===== src/design/arpc_pkg.sv =====
// shared types and constants of the arp cache responder
`default_nettype none

package arpc_pkg;

    localparam int TABLE_ENTRIES = 32;
    localparam int IDX_W         = $clog2(TABLE_ENTRIES);

    localparam logic [IDX_W-1:0] LAST_IDX = IDX_W'(TABLE_ENTRIES - 1);

    // item kinds
    localparam logic [1:0] OP_RX    = 2'd0;
    localparam logic [1:0] OP_QUERY = 2'd1;
    localparam logic [1:0] OP_SEND  = 2'd2;

    // result status codes
    localparam logic [2:0] ST_DROPPED = 3'd0;
    localparam logic [2:0] ST_LEARNED = 3'd1;
    localparam logic [2:0] ST_REPLY   = 3'd2;
    localparam logic [2:0] ST_HIT     = 3'd3;
    localparam logic [2:0] ST_MISS    = 3'd4;
    localparam logic [2:0] ST_REQUEST = 3'd5;

    // configuration register indexes
    localparam logic [1:0] CFG_OWN_IP   = 2'd0;
    localparam logic [1:0] CFG_OWN_MAC  = 2'd1;
    localparam logic [1:0] CFG_IP_VALID = 2'd2;

    localparam logic [15:0] MIN_LEN     = 16'd28;
    localparam logic [15:0] HW_ETHER    = 16'h0001;
    localparam logic [15:0] PROTO_IPV4  = 16'h0800;
    localparam logic [15:0] OPC_REQUEST = 16'h0001;
    localparam logic [31:0] BCAST_IP    = 32'hFFFF_FFFF;
    localparam logic [47:0] BCAST_MAC   = 48'hFFFF_FFFF_FFFF;

    typedef struct packed {
        logic [1:0]  op;
        logic [15:0] packet_length;
        logic [15:0] hardware_type;
        logic [15:0] protocol_type;
        logic [15:0] arp_opcode;
        logic [31:0] src_ip;
        logic [47:0] src_mac;
        logic [31:0] dst_ip;
        logic [31:0] query_ip;
    } item_t;

    typedef struct packed {
        logic [31:0] own_ip;
        logic        ip_configured;
    } cfg_t;

    typedef struct packed {
        logic             en;
        logic [IDX_W-1:0] addr;
        logic [31:0]      ip;
        logic [47:0]      mac;
    } tbl_wr_t;

    typedef struct packed {
        logic        valid;
        logic [31:0] ip;
        logic [47:0] mac;
    } tbl_ent_t;

    typedef struct packed {
        logic [2:0]  status;
        logic [47:0] mac_value;
        logic [31:0] ip_value;
    } res_t;

endpackage

`default_nettype wire


===== src/design/arpc_table.sv =====
// cache table: ip/mac memory with registered read and per-entry valid flags
`default_nettype none

module arpc_table (
    input  wire logic                      clk,
    input  wire logic                      rst_n,
    input  wire logic                      rd_en,
    input  wire logic [arpc_pkg::IDX_W-1:0] rd_addr,
    input  wire arpc_pkg::tbl_wr_t          wr,
    output arpc_pkg::tbl_ent_t              rd_ent
);

    logic [79:0] mem [arpc_pkg::TABLE_ENTRIES];
    logic [arpc_pkg::TABLE_ENTRIES-1:0] valid_reg;
    logic [79:0] rd_data_reg;
    logic        rd_valid_reg;

    always_ff @(posedge clk)
    begin
        if (wr.en)
        begin
            mem[wr.addr] <= {wr.ip, wr.mac};
        end
        if (rd_en)
        begin
            rd_data_reg <= mem[rd_addr];
        end
    end

    // valid flags live in flops so reset empties the table at once
    always_ff @(posedge clk or negedge rst_n)
    begin
        if (!rst_n)
        begin
            valid_reg    <= '0;
            rd_valid_reg <= 1'b0;
        end
        else
        begin
            if (wr.en)
            begin
                valid_reg[wr.addr] <= 1'b1;
            end
            if (rd_en)
            begin
                rd_valid_reg <= valid_reg[rd_addr];
            end
        end
    end

    assign rd_ent.valid = rd_valid_reg;
    assign rd_ent.ip    = rd_data_reg[79:48];
    assign rd_ent.mac   = rd_data_reg[47:0];

endmodule

`default_nettype wire


===== src/design/arpc_engine.sv =====
// per-item sequencer: decode, table scan, learn write-back, result hold
`default_nettype none

module arpc_engine (
    input  wire logic                       clk,
    input  wire logic                       rst_n,
    input  wire logic                       start,
    input  wire arpc_pkg::item_t             item_in,
    input  wire arpc_pkg::cfg_t              cfg,
    output logic                            idle,
    output logic                            rd_en,
    output logic [arpc_pkg::IDX_W-1:0]       rd_addr,
    input  wire arpc_pkg::tbl_ent_t          rd_ent,
    output arpc_pkg::tbl_wr_t                wr,
    output logic                            res_valid,
    input  wire logic                       res_ready,
    output arpc_pkg::res_t                   res
);

    localparam logic [1:0] S_IDLE = 2'd0;
    localparam logic [1:0] S_SCAN = 2'd1;
    localparam logic [1:0] S_DONE = 2'd2;

    logic [1:0]                 state_reg, state_next;
    logic [arpc_pkg::IDX_W-1:0] rd_idx_reg, rd_idx_next;
    logic [arpc_pkg::IDX_W-1:0] cmp_idx_reg, cmp_idx_next;
    logic                       issue_reg, issue_next;
    logic                       cmp_vld_reg, cmp_vld_next;
    logic [arpc_pkg::IDX_W-1:0] slot_reg, slot_next;
    logic                       learn_reg, learn_next;
    logic                       reply_reg, reply_next;
    logic [31:0]                key_reg, key_next;
    logic [47:0]                mac_reg, mac_next;
    arpc_pkg::res_t             res_reg, res_next;

    logic hdr_ok;
    logic match;
    logic scan_end;

    assign hdr_ok = (item_in.packet_length >= arpc_pkg::MIN_LEN)
                 && (item_in.hardware_type == arpc_pkg::HW_ETHER)
                 && (item_in.protocol_type == arpc_pkg::PROTO_IPV4);

    // compare stage sees the entry read in the previous cycle
    assign match    = cmp_vld_reg && rd_ent.valid && (rd_ent.ip == key_reg);
    assign scan_end = match || (cmp_vld_reg && (cmp_idx_reg == arpc_pkg::LAST_IDX));

    always_comb
    begin
        state_next   = state_reg;
        rd_idx_next  = rd_idx_reg;
        cmp_idx_next = cmp_idx_reg;
        issue_next   = issue_reg;
        cmp_vld_next = 1'b0;
        slot_next    = slot_reg;
        learn_next   = learn_reg;
        reply_next   = reply_reg;
        key_next     = key_reg;
        mac_next     = mac_reg;
        res_next     = res_reg;
        rd_en        = 1'b0;
        rd_addr      = rd_idx_reg;
        wr           = '0;

        case (state_reg)
            S_IDLE:
            begin
                if (start)
                begin
                    key_next     = item_in.src_ip;
                    mac_next     = item_in.src_mac;
                    learn_next   = 1'b0;
                    reply_next   = (item_in.arp_opcode == arpc_pkg::OPC_REQUEST)
                                && (item_in.dst_ip == cfg.own_ip)
                                && cfg.ip_configured;
                    rd_idx_next  = '0;
                    issue_next   = 1'b1;
                    res_next     = '0;
                    res_next.status = arpc_pkg::ST_DROPPED;
                    state_next   = S_DONE;
                    case (item_in.op)
                        arpc_pkg::OP_RX:
                        begin
                            if (hdr_ok)
                            begin
                                learn_next = 1'b1;
                                state_next = S_SCAN;
                            end
                        end
                        arpc_pkg::OP_QUERY:
                        begin
                            if (item_in.query_ip == arpc_pkg::BCAST_IP)
                            begin
                                res_next.status    = arpc_pkg::ST_HIT;
                                res_next.mac_value = arpc_pkg::BCAST_MAC;
                            end
                            else
                            begin
                                key_next   = item_in.query_ip;
                                state_next = S_SCAN;
                            end
                        end
                        arpc_pkg::OP_SEND:
                        begin
                            res_next.status    = arpc_pkg::ST_REQUEST;
                            res_next.mac_value = arpc_pkg::BCAST_MAC;
                            res_next.ip_value  = item_in.query_ip;
                        end
                        default:
                        begin
                            res_next.status = arpc_pkg::ST_DROPPED;
                        end
                    endcase
                end
            end

            S_SCAN:
            begin
                rd_en        = issue_reg;
                cmp_vld_next = issue_reg;
                cmp_idx_next = rd_idx_reg;
                if (issue_reg)
                begin
                    if (rd_idx_reg == arpc_pkg::LAST_IDX)
                    begin
                        issue_next = 1'b0;
                    end
                    else
                    begin
                        rd_idx_next = rd_idx_reg + 1'b1;
                    end
                end
                if (scan_end)
                begin
                    rd_en        = 1'b0;
                    cmp_vld_next = 1'b0;
                    issue_next   = 1'b0;
                    state_next   = S_DONE;
                    res_next     = '0;
                    if (learn_reg)
                    begin
                        // update in place on a hit, else replace round robin
                        wr.en   = 1'b1;
                        wr.addr = match ? cmp_idx_reg : slot_reg;
                        wr.ip   = key_reg;
                        wr.mac  = mac_reg;
                        if (!match)
                        begin
                            slot_next = (slot_reg == arpc_pkg::LAST_IDX) ? '0
                                                                         : slot_reg + 1'b1;
                        end
                        if (reply_reg)
                        begin
                            res_next.status    = arpc_pkg::ST_REPLY;
                            res_next.mac_value = mac_reg;
                            res_next.ip_value  = key_reg;
                        end
                        else
                        begin
                            res_next.status = arpc_pkg::ST_LEARNED;
                        end
                    end
                    else if (match)
                    begin
                        res_next.status    = arpc_pkg::ST_HIT;
                        res_next.mac_value = rd_ent.mac;
                    end
                    else
                    begin
                        res_next.status = arpc_pkg::ST_MISS;
                    end
                end
            end

            S_DONE:
            begin
                if (res_ready)
                begin
                    state_next = S_IDLE;
                end
            end

            default:
            begin
                state_next = S_IDLE;
            end
        endcase
    end

    always_ff @(posedge clk or negedge rst_n)
    begin
        if (!rst_n)
        begin
            state_reg   <= S_IDLE;
            rd_idx_reg  <= '0;
            cmp_idx_reg <= '0;
            issue_reg   <= 1'b0;
            cmp_vld_reg <= 1'b0;
            slot_reg    <= '0;
            learn_reg   <= 1'b0;
            reply_reg   <= 1'b0;
        end
        else
        begin
            state_reg   <= state_next;
            rd_idx_reg  <= rd_idx_next;
            cmp_idx_reg <= cmp_idx_next;
            issue_reg   <= issue_next;
            cmp_vld_reg <= cmp_vld_next;
            slot_reg    <= slot_next;
            learn_reg   <= learn_next;
            reply_reg   <= reply_next;
        end
    end

    always_ff @(posedge clk)
    begin
        key_reg <= key_next;
        mac_reg <= mac_next;
        res_reg <= res_next;
    end

    assign idle      = (state_reg == S_IDLE);
    assign res_valid = (state_reg == S_DONE);
    assign res       = res_reg;

    a_wr_only_at_scan_end: assert property (@(posedge clk) disable iff (!rst_n)
        wr.en |-> (state_reg == S_SCAN) && scan_end && learn_reg)
        else $error("table write outside learn completion");

    a_slot_in_range: assert property (@(posedge clk) disable iff (!rst_n)
        slot_reg <= arpc_pkg::LAST_IDX)
        else $error("replace slot out of range");

    a_cmp_follows_read: assert property (@(posedge clk) disable iff (!rst_n)
        (state_reg == S_SCAN) && cmp_vld_reg |-> $past(rd_en))
        else $error("compare without preceding read");

    a_dropped_zero: assert property (@(posedge clk) disable iff (!rst_n)
        res_valid && (res.status == arpc_pkg::ST_DROPPED)
        |-> (res.mac_value == '0) && (res.ip_value == '0))
        else $error("dropped result carries data");

endmodule

`default_nettype wire


===== src/design/arp_cache_responder.sv =====
// top level: stream ports, configuration registers, output register
`default_nettype none

// arp engine with a 32-entry ip-to-mac cache. an item takes one of three
// kinds (s_axis_tuser): a received arp header, which is learned into the
// cache and may produce a reply; a resolve query; or an outgoing request.
// each item gives exactly one result item. items that touch the cache
// (valid headers and non-broadcast queries) scan the table one entry per
// cycle through its single read port, whose read is registered, and the
// scan ends early at the first matching entry; a learn writes back in the
// cycle that ends the scan. one item is in work at a time; the output
// register lets the next item be accepted while a result still waits on
// m_axis_tready. the table is empty right after reset with no clearing
// pass. configuration writes are always accepted and must only be made
// while the block is idle. own_mac is accepted at index 1 but never shows
// in a result, so it is not held.

module arp_cache_responder (
    input  wire logic         clk,
    input  wire logic         rst_n,

    input  wire logic         s_axis_tvalid,
    output logic              s_axis_tready,
    // packet_length, hardware_type, protocol_type, arp_opcode, src_ip,
    // src_mac, dst_ip, query_ip
    input  wire logic [207:0] s_axis_tdata,
    // op
    input  wire logic [1:0]   s_axis_tuser,

    output logic              m_axis_tvalid,
    input  wire logic         m_axis_tready,
    // mac_value, ip_value
    output logic [79:0]       m_axis_tdata,
    // status
    output logic [2:0]        m_axis_tuser,

    input  wire logic         cfg_valid,
    output logic              cfg_ready,
    input  wire logic [1:0]   cfg_index,
    input  wire logic [47:0]  cfg_data
);

    arpc_pkg::item_t    item;
    arpc_pkg::cfg_t     cfg;
    arpc_pkg::tbl_wr_t  tbl_wr;
    arpc_pkg::tbl_ent_t tbl_ent;
    arpc_pkg::res_t     res;

    logic                       eng_idle;
    logic                       start;
    logic                       rd_en;
    logic [arpc_pkg::IDX_W-1:0] rd_addr;
    logic                       res_valid;
    logic                       res_ready;

    logic [31:0] own_ip_reg;
    logic        ip_cfg_reg;

    logic        out_valid_reg;
    logic [2:0]  out_status_reg;
    logic [47:0] out_mac_reg;
    logic [31:0] out_ip_reg;

    // unpack the input item, lowest field first
    assign item.op            = s_axis_tuser;
    assign item.packet_length = s_axis_tdata[15:0];
    assign item.hardware_type = s_axis_tdata[31:16];
    assign item.protocol_type = s_axis_tdata[47:32];
    assign item.arp_opcode    = s_axis_tdata[63:48];
    assign item.src_ip        = s_axis_tdata[95:64];
    assign item.src_mac       = s_axis_tdata[143:96];
    assign item.dst_ip        = s_axis_tdata[175:144];
    assign item.query_ip      = s_axis_tdata[207:176];

    // configuration registers
    assign cfg_ready = 1'b1;

    always_ff @(posedge clk or negedge rst_n)
    begin
        if (!rst_n)
        begin
            own_ip_reg <= '0;
            ip_cfg_reg <= 1'b0;
        end
        else if (cfg_valid)
        begin
            case (cfg_index)
                arpc_pkg::CFG_OWN_IP:   own_ip_reg <= cfg_data[31:0];
                arpc_pkg::CFG_IP_VALID: ip_cfg_reg <= cfg_data[0];
                default:                ;
            endcase
        end
    end

    assign cfg.own_ip        = own_ip_reg;
    assign cfg.ip_configured = ip_cfg_reg;

    // a new item enters whenever the sequencer is free
    assign s_axis_tready = eng_idle;
    assign start         = s_axis_tvalid && eng_idle;

    arpc_engine u_engine (
        .clk       (clk),
        .rst_n     (rst_n),
        .start     (start),
        .item_in   (item),
        .cfg       (cfg),
        .idle      (eng_idle),
        .rd_en     (rd_en),
        .rd_addr   (rd_addr),
        .rd_ent    (tbl_ent),
        .wr        (tbl_wr),
        .res_valid (res_valid),
        .res_ready (res_ready),
        .res       (res)
    );

    arpc_table u_table (
        .clk     (clk),
        .rst_n   (rst_n),
        .rd_en   (rd_en),
        .rd_addr (rd_addr),
        .wr      (tbl_wr),
        .rd_ent  (tbl_ent)
    );

    // output register decouples the result from the downstream stall
    assign res_ready = !out_valid_reg || m_axis_tready;

    always_ff @(posedge clk or negedge rst_n)
    begin
        if (!rst_n)
        begin
            out_valid_reg <= 1'b0;
        end
        else if (res_ready)
        begin
            out_valid_reg <= res_valid;
        end
    end

    always_ff @(posedge clk)
    begin
        if (res_ready && res_valid)
        begin
            out_status_reg <= res.status;
            out_mac_reg    <= res.mac_value;
            out_ip_reg     <= res.ip_value;
        end
    end

    assign m_axis_tvalid = out_valid_reg;
    assign m_axis_tuser  = out_status_reg;
    assign m_axis_tdata  = {out_ip_reg, out_mac_reg};

endmodule

`default_nettype wire

===== config.mk =====
export PLATFORM = sky130hd
export DESIGN_NAME = arp_cache_responder
export DESIGN_NICKNAME = d
export VERILOG_FILES = /design/src/design/arpc_pkg.sv /design/src/design/arpc_table.sv /design/src/design/arpc_engine.sv /design/src/design/arp_cache_responder.sv
export SDC_FILE = /design/constraint.sdc
export NUM_CORES = 2
export LEC_CHECK = 0
export BUFFER_PORTS_ARGS = -buffer_cell sky130_fd_sc_hd__buf_2
export CAP_MARGIN = 20
export CORE_UTILIZATION = 50
export DETAILED_ROUTE_END_ITERATION = 10
export GPL_TIMING_DRIVEN = 1
export HOLD_SLACK_MARGIN = 0.12
export PLACE_DENSITY = 0.66
export SYNTH_ARGS = -nofsm -noshare
export SYNTH_HDL_FRONTEND = slang
export SYNTH_SLANG_ARGS = --single-unit

===== constraint.sdc =====
create_clock -name clk -period 10.13 [get_ports clk]
set_clock_uncertainty 0.1 [all_clocks]
set_input_delay 0 -clock clk [delete_from_list [all_inputs] [get_ports clk]]
set_output_delay 0 -clock clk [all_outputs]
set_load 0.02 [all_outputs]

After elaboration in Yosys (flattened, before gate mapping)
Memories as Yosys holds them, arrays and structs flattened. A register that Yosys moved wholly into a read port is not among the register bits.
Index checks and enable logic that the tools add are counted.
- register bits after elaboration: 334
- latch bits: 0
- memory bits (writable): 2560
- memory bits (read-only): 0
- input bits: 265
- output and inout bits: 86
- word-level logic and storage cells: 120
- memories: 1
- memory list (memory ; words ; bits a word ; read ports ; clocked after memory_dff ; write ports ; RTL line ; source):
    u_table.mem ; 32 ; 80 ; 1 ; 1 ; 1 ; arpc_table.sv:13 ; logic [79:0] mem [arpc_pkg::TABLE_ENTRIES];
- add/subtract/negate cells: 2
- $mul: 0
- divide/modulo/power cells: 0
- magnitude comparators: 4
- equality and inequality tests: 19
- shifts and indexed selects: 0
- muxes and demuxes: 46
- bitwise operators: 2
- reduce and logical (&&, ||, !) cells: 25
- operators with widths (operator ; count):
    86-bit two-way mux ; 3
    83-bit two-way mux ; 2
    83-bit case mux with 2 select lines ; 1
    32-bit two-way mux ; 4
    48-bit case mux with 2 select lines ; 1
    80-bit two-way mux ; 1
    32-bit == test ; 2
    51-bit two-way mux ; 1
    50-bit two-way mux ; 1
    48-bit two-way mux ; 1
    16-bit by 1-bit == test with 1-bit output, second input constant ; 2
    32-bit == test, second input constant ; 1
    32-bit bitwise OR ; 1
    5-bit two-way mux ; 5
    16-bit by 12-bit == test with 1-bit output, second input constant ; 1
    16-bit by 5-bit >= comparator with 1-bit output, second input constant ; 1
    5-bit == test, second input constant ; 3
    5-bit by 6-bit less-than comparator with 1-bit output, second input constant ; 2
    1-bit two-way mux ; 12
    2-bit two-way mux ; 6
    5-bit by 1-bit adder with 5-bit output, second input constant ; 2
    1-bit logical AND ; 10
    5-bit case mux with 2 select lines ; 1
    2-bit by 1-bit inequality test with 1-bit output, second input constant ; 4
    19 further kinds ; 30

Logic depth before layout (Yosys ltp)
- depth after elaboration: 11
- depth in mapped cells: 9
- mapped depth without buffers: 8

Modules after synthesis
Synthesis repeated with hierarchy kept, for this count alone.
- cell total of the unflattened synthesis: 4797
- area total of the unflattened synthesis: 113492.6 µm²
- by module, submodules not included (module ; instances ; cells each ; area each (µm²) ; sequential area each (µm²)):
    arpc_table ; 1 ; 3978 ; 100806.7 ; 80101.8
    arpc_engine ; 1 ; 658 ; 8874.8 ; 5420.2
    arp_cache_responder ; 1 ; 161 ; 3811.2 ; 3343.2

Least setup slack after synthesis
OpenSTA, ideal clock, no wires.
- path type: register to register
- start point: register u_engine.state_reg[1]
- end point: memory u_table.mem[24][0] (enable)
- library setup time: 636 ps
- arrival time: 7612 ps
- required time: 9394 ps
- path slack: 1782 ps
- cell stages (with the launch flop): 6
- buffers on the path: 1
- period minus slack after synthesis: 8348 ps
- cells stage by stage: dfrtp_1 nand3b_1 or3_1 buf_2 or3_1 o31ai_1
- cells in the longest elaborated chain, start to end: 4
- RTL lines (item ; RTL line ; source):
    from (decl) ; arpc_engine.sv:24 ; logic [1:0] state_reg, state_next;
    from (signal assigned) ; arpc_engine.sv:205 ; state_reg <= state_next;
    2-bit by 1-bit == test with 1-bit output (*) ; arpc_engine.sv:65 ; case (state_reg)
    86-bit two-way mux (*) ; arpc_engine.sv:65 ;
    1-bit two-way mux ; arpc_table.sv:20 ; if (wr.en)
    1-bit two-way mux (implied by the code) ; arpc_table.sv:22 ; mem[wr.addr] <= {wr.ip, wr.mac};
    to (decl) ; arpc_table.sv:13 ;
Every way passes the cells marked *; elsewhere a longest branch is shown, timed or not.

Worst setup path after layout
- start point: register u_engine.key_reg[30]
- end point: memory u_table.mem[3][26] (enable)
- cells in the longest elaborated chain, start to end: 7
- elaborated cells between the ends (all ways): 9
- those cells by class: eq/ne (1); mux (6); reduce/logical (2)
- RTL lines (item ; RTL line ; source):
    from (decl) ; arpc_engine.sv:32 ; logic [31:0] key_reg, key_next;
    from (signal assigned) ; arpc_engine.sv:218 ; key_reg <= key_next;
    32-bit == test (*) ; arpc_engine.sv:45 ; assign match = cmp_vld_reg && rd_ent.valid && (rd_ent.ip == key_reg);
    1-bit logical AND (*) ; arpc_engine.sv:45 ;
    1-bit logical OR ; arpc_engine.sv:46 ; assign scan_end = match || (cmp_vld_reg && (cmp_idx_reg == arpc_pkg::LAST_IDX));
    86-bit two-way mux (*) ; arpc_engine.sv:133 ; if (scan_end)
    86-bit two-way mux (*) ; arpc_engine.sv:65 ;
    1-bit two-way mux ; arpc_table.sv:20 ;
    1-bit two-way mux (implied by the code) ; arpc_table.sv:22 ;
Marks and branches as above.

==> impl_results.md <==
* Outcome: complete, no violations
* Fraction of layout instances using a drive strength above 1 at 31.7%
* Class of the most critical setup path: reg2reg
* Worst reg-to-reg path cell count at 8
* Period Utilization, post-route at 53.2%
* DIE AREA at roughly 230000 um2
* Post-Layout Inst Area at 134000 um2
* Unique cell type count in the Yosys netlist at 59
* Flip-flop count of the largest register, all copies and words added at 2560
* Cells after synthesis at 4851
* Yosys warnings at 0
* Detailed router's first-iteration violation count at 6890
* Total number of cells along the worst setup path at 8
* Clock insertion delay at the later pin of the skew report at 960 ps
* # H-tree levels at 5
* Gate family responsible for the most delay along the worst path: buffers and inverters
* Min setup slack post-route at between 4000 and 5000 ps
* Mapped Avg Cell Area at 23.5 um2
* Main area contributors after synthesis: edfxtp_1, mux4_2, dfrtp_1
* Std-Cell Rows at 174
* Power density relative to cell area at 213 nW/um2
* Total vias in the final route at 56000
* Slew @ Worst Pin at approximately 1200 ps
* Maximum clock rate at 0.185 GHz
* Cell breakdown of the critical path: xor2_1, nor4_1, nand4_1, nor4_4, buf_4, buf_4, mux2i_4, buf_4
* VDD IR max at 0.196 mV
* Routability-driven placement congestion ratio at 0.838
* Final global-route overflow total at 0
* Setup repair after global routing missed its margin: false
* Number of nets still failing antenna checks after routing at 0
* Leakage Power at 35.3 nW
* Detailed Route WL at roughly 290000 um
* Synthesized net count at about 5000
* Area of the mapped netlist at roughly 110000 um2
* Number of storage elements in the synthesis netlist at ~3000
* Die Y at approximately 480 um
* Data arrival time of the worst path at between 5000 and 6000 ps
* Final Max Tran Viols at 0
* Per-cell routed wire length at 32.1 um
* Overall power after layout at between 0.02 and 0.03 W
* Slew HR at 20.7%
* Seq. cell area at about 89000 um2
* Wire length of the first global-routing pass at between 400000 and 500000 um
* Worst slack after detailed placement at approximately 4800 ps
* Die extent in x at 480 um
* Final-report hold violation count at 0
* Total global-route track usage at 25.3%
* Setup violations, final at 0
* Clock buffer depth at 4
* Clock slew at reported path FFs at 60 ps
* Leading area contributor after synthesis: edfxtp_1
* Net count, final at 6049
* Clk sink count at between 2000 and 3000
* Cells on Worst Hold Path at 3
* Summed negative setup slack over all endpoints at 0 ps
* Buffers added on ports at ~330
* Total iterations of the first detailed-routing run at 6
* Bufs and invs on worst path at 3
* Tightest Hold Check Type: in2reg
* Multi-input gate area in the final layout at 24500 um2
* Share of flip-flops with an asynchronous set or reset after synthesis at 2.96%
* Drt via density at 6.21
* Initial standard-cell utilization of the core at 50.5%
* Cell repeated most along the worst path: buf_4
* Number of flops mapped to enable cells by yosys at slightly below 3000
* Top-area cell type share of the netlist area at 76.0%
* Flip-flop cell with the highest count after synthesis: edfxtp_1
* Antenna violations before repair at 9
* Total of fill cells in the finished design at between 15000 and 20000
* Delay of the slowest critical-path stage at 1060 ps
* CTS tree: done
* Core region area at 226000 um2
* Setup bufs post-CTS at 0
* Cts bufs inserted at around 310
* Critical Path RT at 10560 ps
* Via count of the first global-routing pass at 57300
* Type of element capturing the critical path: flop
* Area overhead of the layout relative to synthesis at 17.5%
* Sequential area share after synthesis at 77.9%
* CP startpoint kind: flop
* Tmin final at about 5400 ps
* Clk Tree Root Cell: clkbuf_16
* DRC at 0
* Count of maximum capacitance violations at 0
* Final core utilization at 59.4%
* Biggest fanout along the worst timing path at 37
* Cell with the biggest individual delay on the critical path: mux2i_4
* DP Area at 120000 um2
* I/O Pins at 351
* Sum of net half-perimeters after detailed placement at 146000 um
* Largest net degree at the start of global routing at 150
-- per-layer routing --
layer	vias up	global-route usage [%]	wire length [um]
li1	22500	-	-
met1	30400	35.3	115000
met2	2619	41.3	143000
met3	511	4.20	22000
met4	0	7.71	8720
met5	-	0	0
-- cells in the mapped netlist (all sizes together) (2+ instances only) --
cell type	n
nor3	13
nand2	133
nor3b	7
or3b	2
o21ai	12
a31oi	4
dfrtp	88
clkbuf	135
xor2	34
nand3	52
mux4	810
and2	82
o31ai	5
o211ai	4
nor4b	3
or2	28
xnor2	30
nand2b	10
or4	3
inv	13
nor2	18
a2111oi	2
and3	9
ha	7
nor4	26
mux2i	28
nand4b	2
or3	4
a21oi	57
edfxtp	2886
nand3b	10
nor2b	5
mux2	148
o22a	2
buf	114
a22o	33
nand4	21
-- worst paths after layout --
| path | from | to | slack [ps] |
|---|---|---|---|
| max | u_engine.key_reg[30]$_DFFE_PP_ | u_table.mem[3][26]$_DFFE_PP_ | 4740 |
| min | s_axis_tdata[114] | u_engine.mac_reg[18]$_DFFE_PP_ | 190 |
| max reg2reg | u_engine.key_reg[30]$_DFFE_PP_ | u_table.mem[3][26]$_DFFE_PP_ | 4740 |
| min reg2reg | u_engine.res[63]$_DFFE_PP_ | out_mac_reg[31]$_DFFE_PP_ | 320 |
| max in group asynchronous | rst_n | u_engine.rd_addr[1]$_DFFE_PN0P_ | 8170 |
| min in group asynchronous | rst_n | own_ip_reg[28]$_DFFE_PN0P_ | 520 |
-- area by class of cell --
type | instances | share of cell area, %
diodes | 5 | 0.00934
clock buffers | 393 | 6.19
clock inverters | 155 | 1.10
inverters | 13 | 0.0401
multi-input cells | 1615 | 18.3
flip-flops and latches | 2974 | 66.3
well taps | 2992 | 2.79
repair buffers | 859 | 5.29
-- cell families after synthesis --
kind of cell | after synthesis | synth area share [%]
adder cells (fa/ha/maj) | 7 | 0.0768
multiplexers | 986 | 17.7
AO/OA/AOI/OAI | 127 | 0.734
other | 1 | 0.00329
flip-flops | 2974 | 77.9
AND/OR/NAND/NOR | 430 | 2.03
buffers and inverters | 262 | 1.06
XOR/XNOR | 64 | 0.491
-- cell usage in the layout (no fill, tap or decap), drive strengths merged, types with 57 or more instances in the layout --
cell type / count
a21oi: 57
nand2: 133
mux2: 148
and2: 82
mux4: 810
buf: 473
clkbuf: 394
dlygate4sd3: 385
dfrtp: 88
clkinv: 114
edfxtp: 2886
-- per-stage QoR --
step	hold slack, ps	std cells
after floorplan	-396	4851
after global placement	-149	8048
after detailed placement	-148	8049
after CTS	122	8983
after global routing	155	9004
final	188	9006
-- worst reg2reg max path: stages (launching register included) --
cell and delay, ps:
edfxtp_1 520, xor2_1 250, nor4_1 290, nand4_1 230, nor4_4 310, buf_4 430
buf_4 770, mux2i_4 1120, buf_4 880
-- what timing repair did --
item,4_1_cts,5_1_grt
gates resized for setup,0,0
hold buffers,386,0
hold endpoints to repair,312,0
-- power breakdown --
| part | leakage [nW] | switching, W | total (W) | internal [W] |
|---|---|---|---|---|
| registers | 21.8 | 0.000318 | 0.0142 | 0.0139 |
| clock network | 4.78 | 0.00455 | 0.0110 | 0.00649 |
| logic | 8.66 | 0.00202 | 0.00330 | 0.00128 |
| total | 35.3 | 0.00688 | 0.0286 | 0.0217 |
Power figures use the tool's default switching activity.
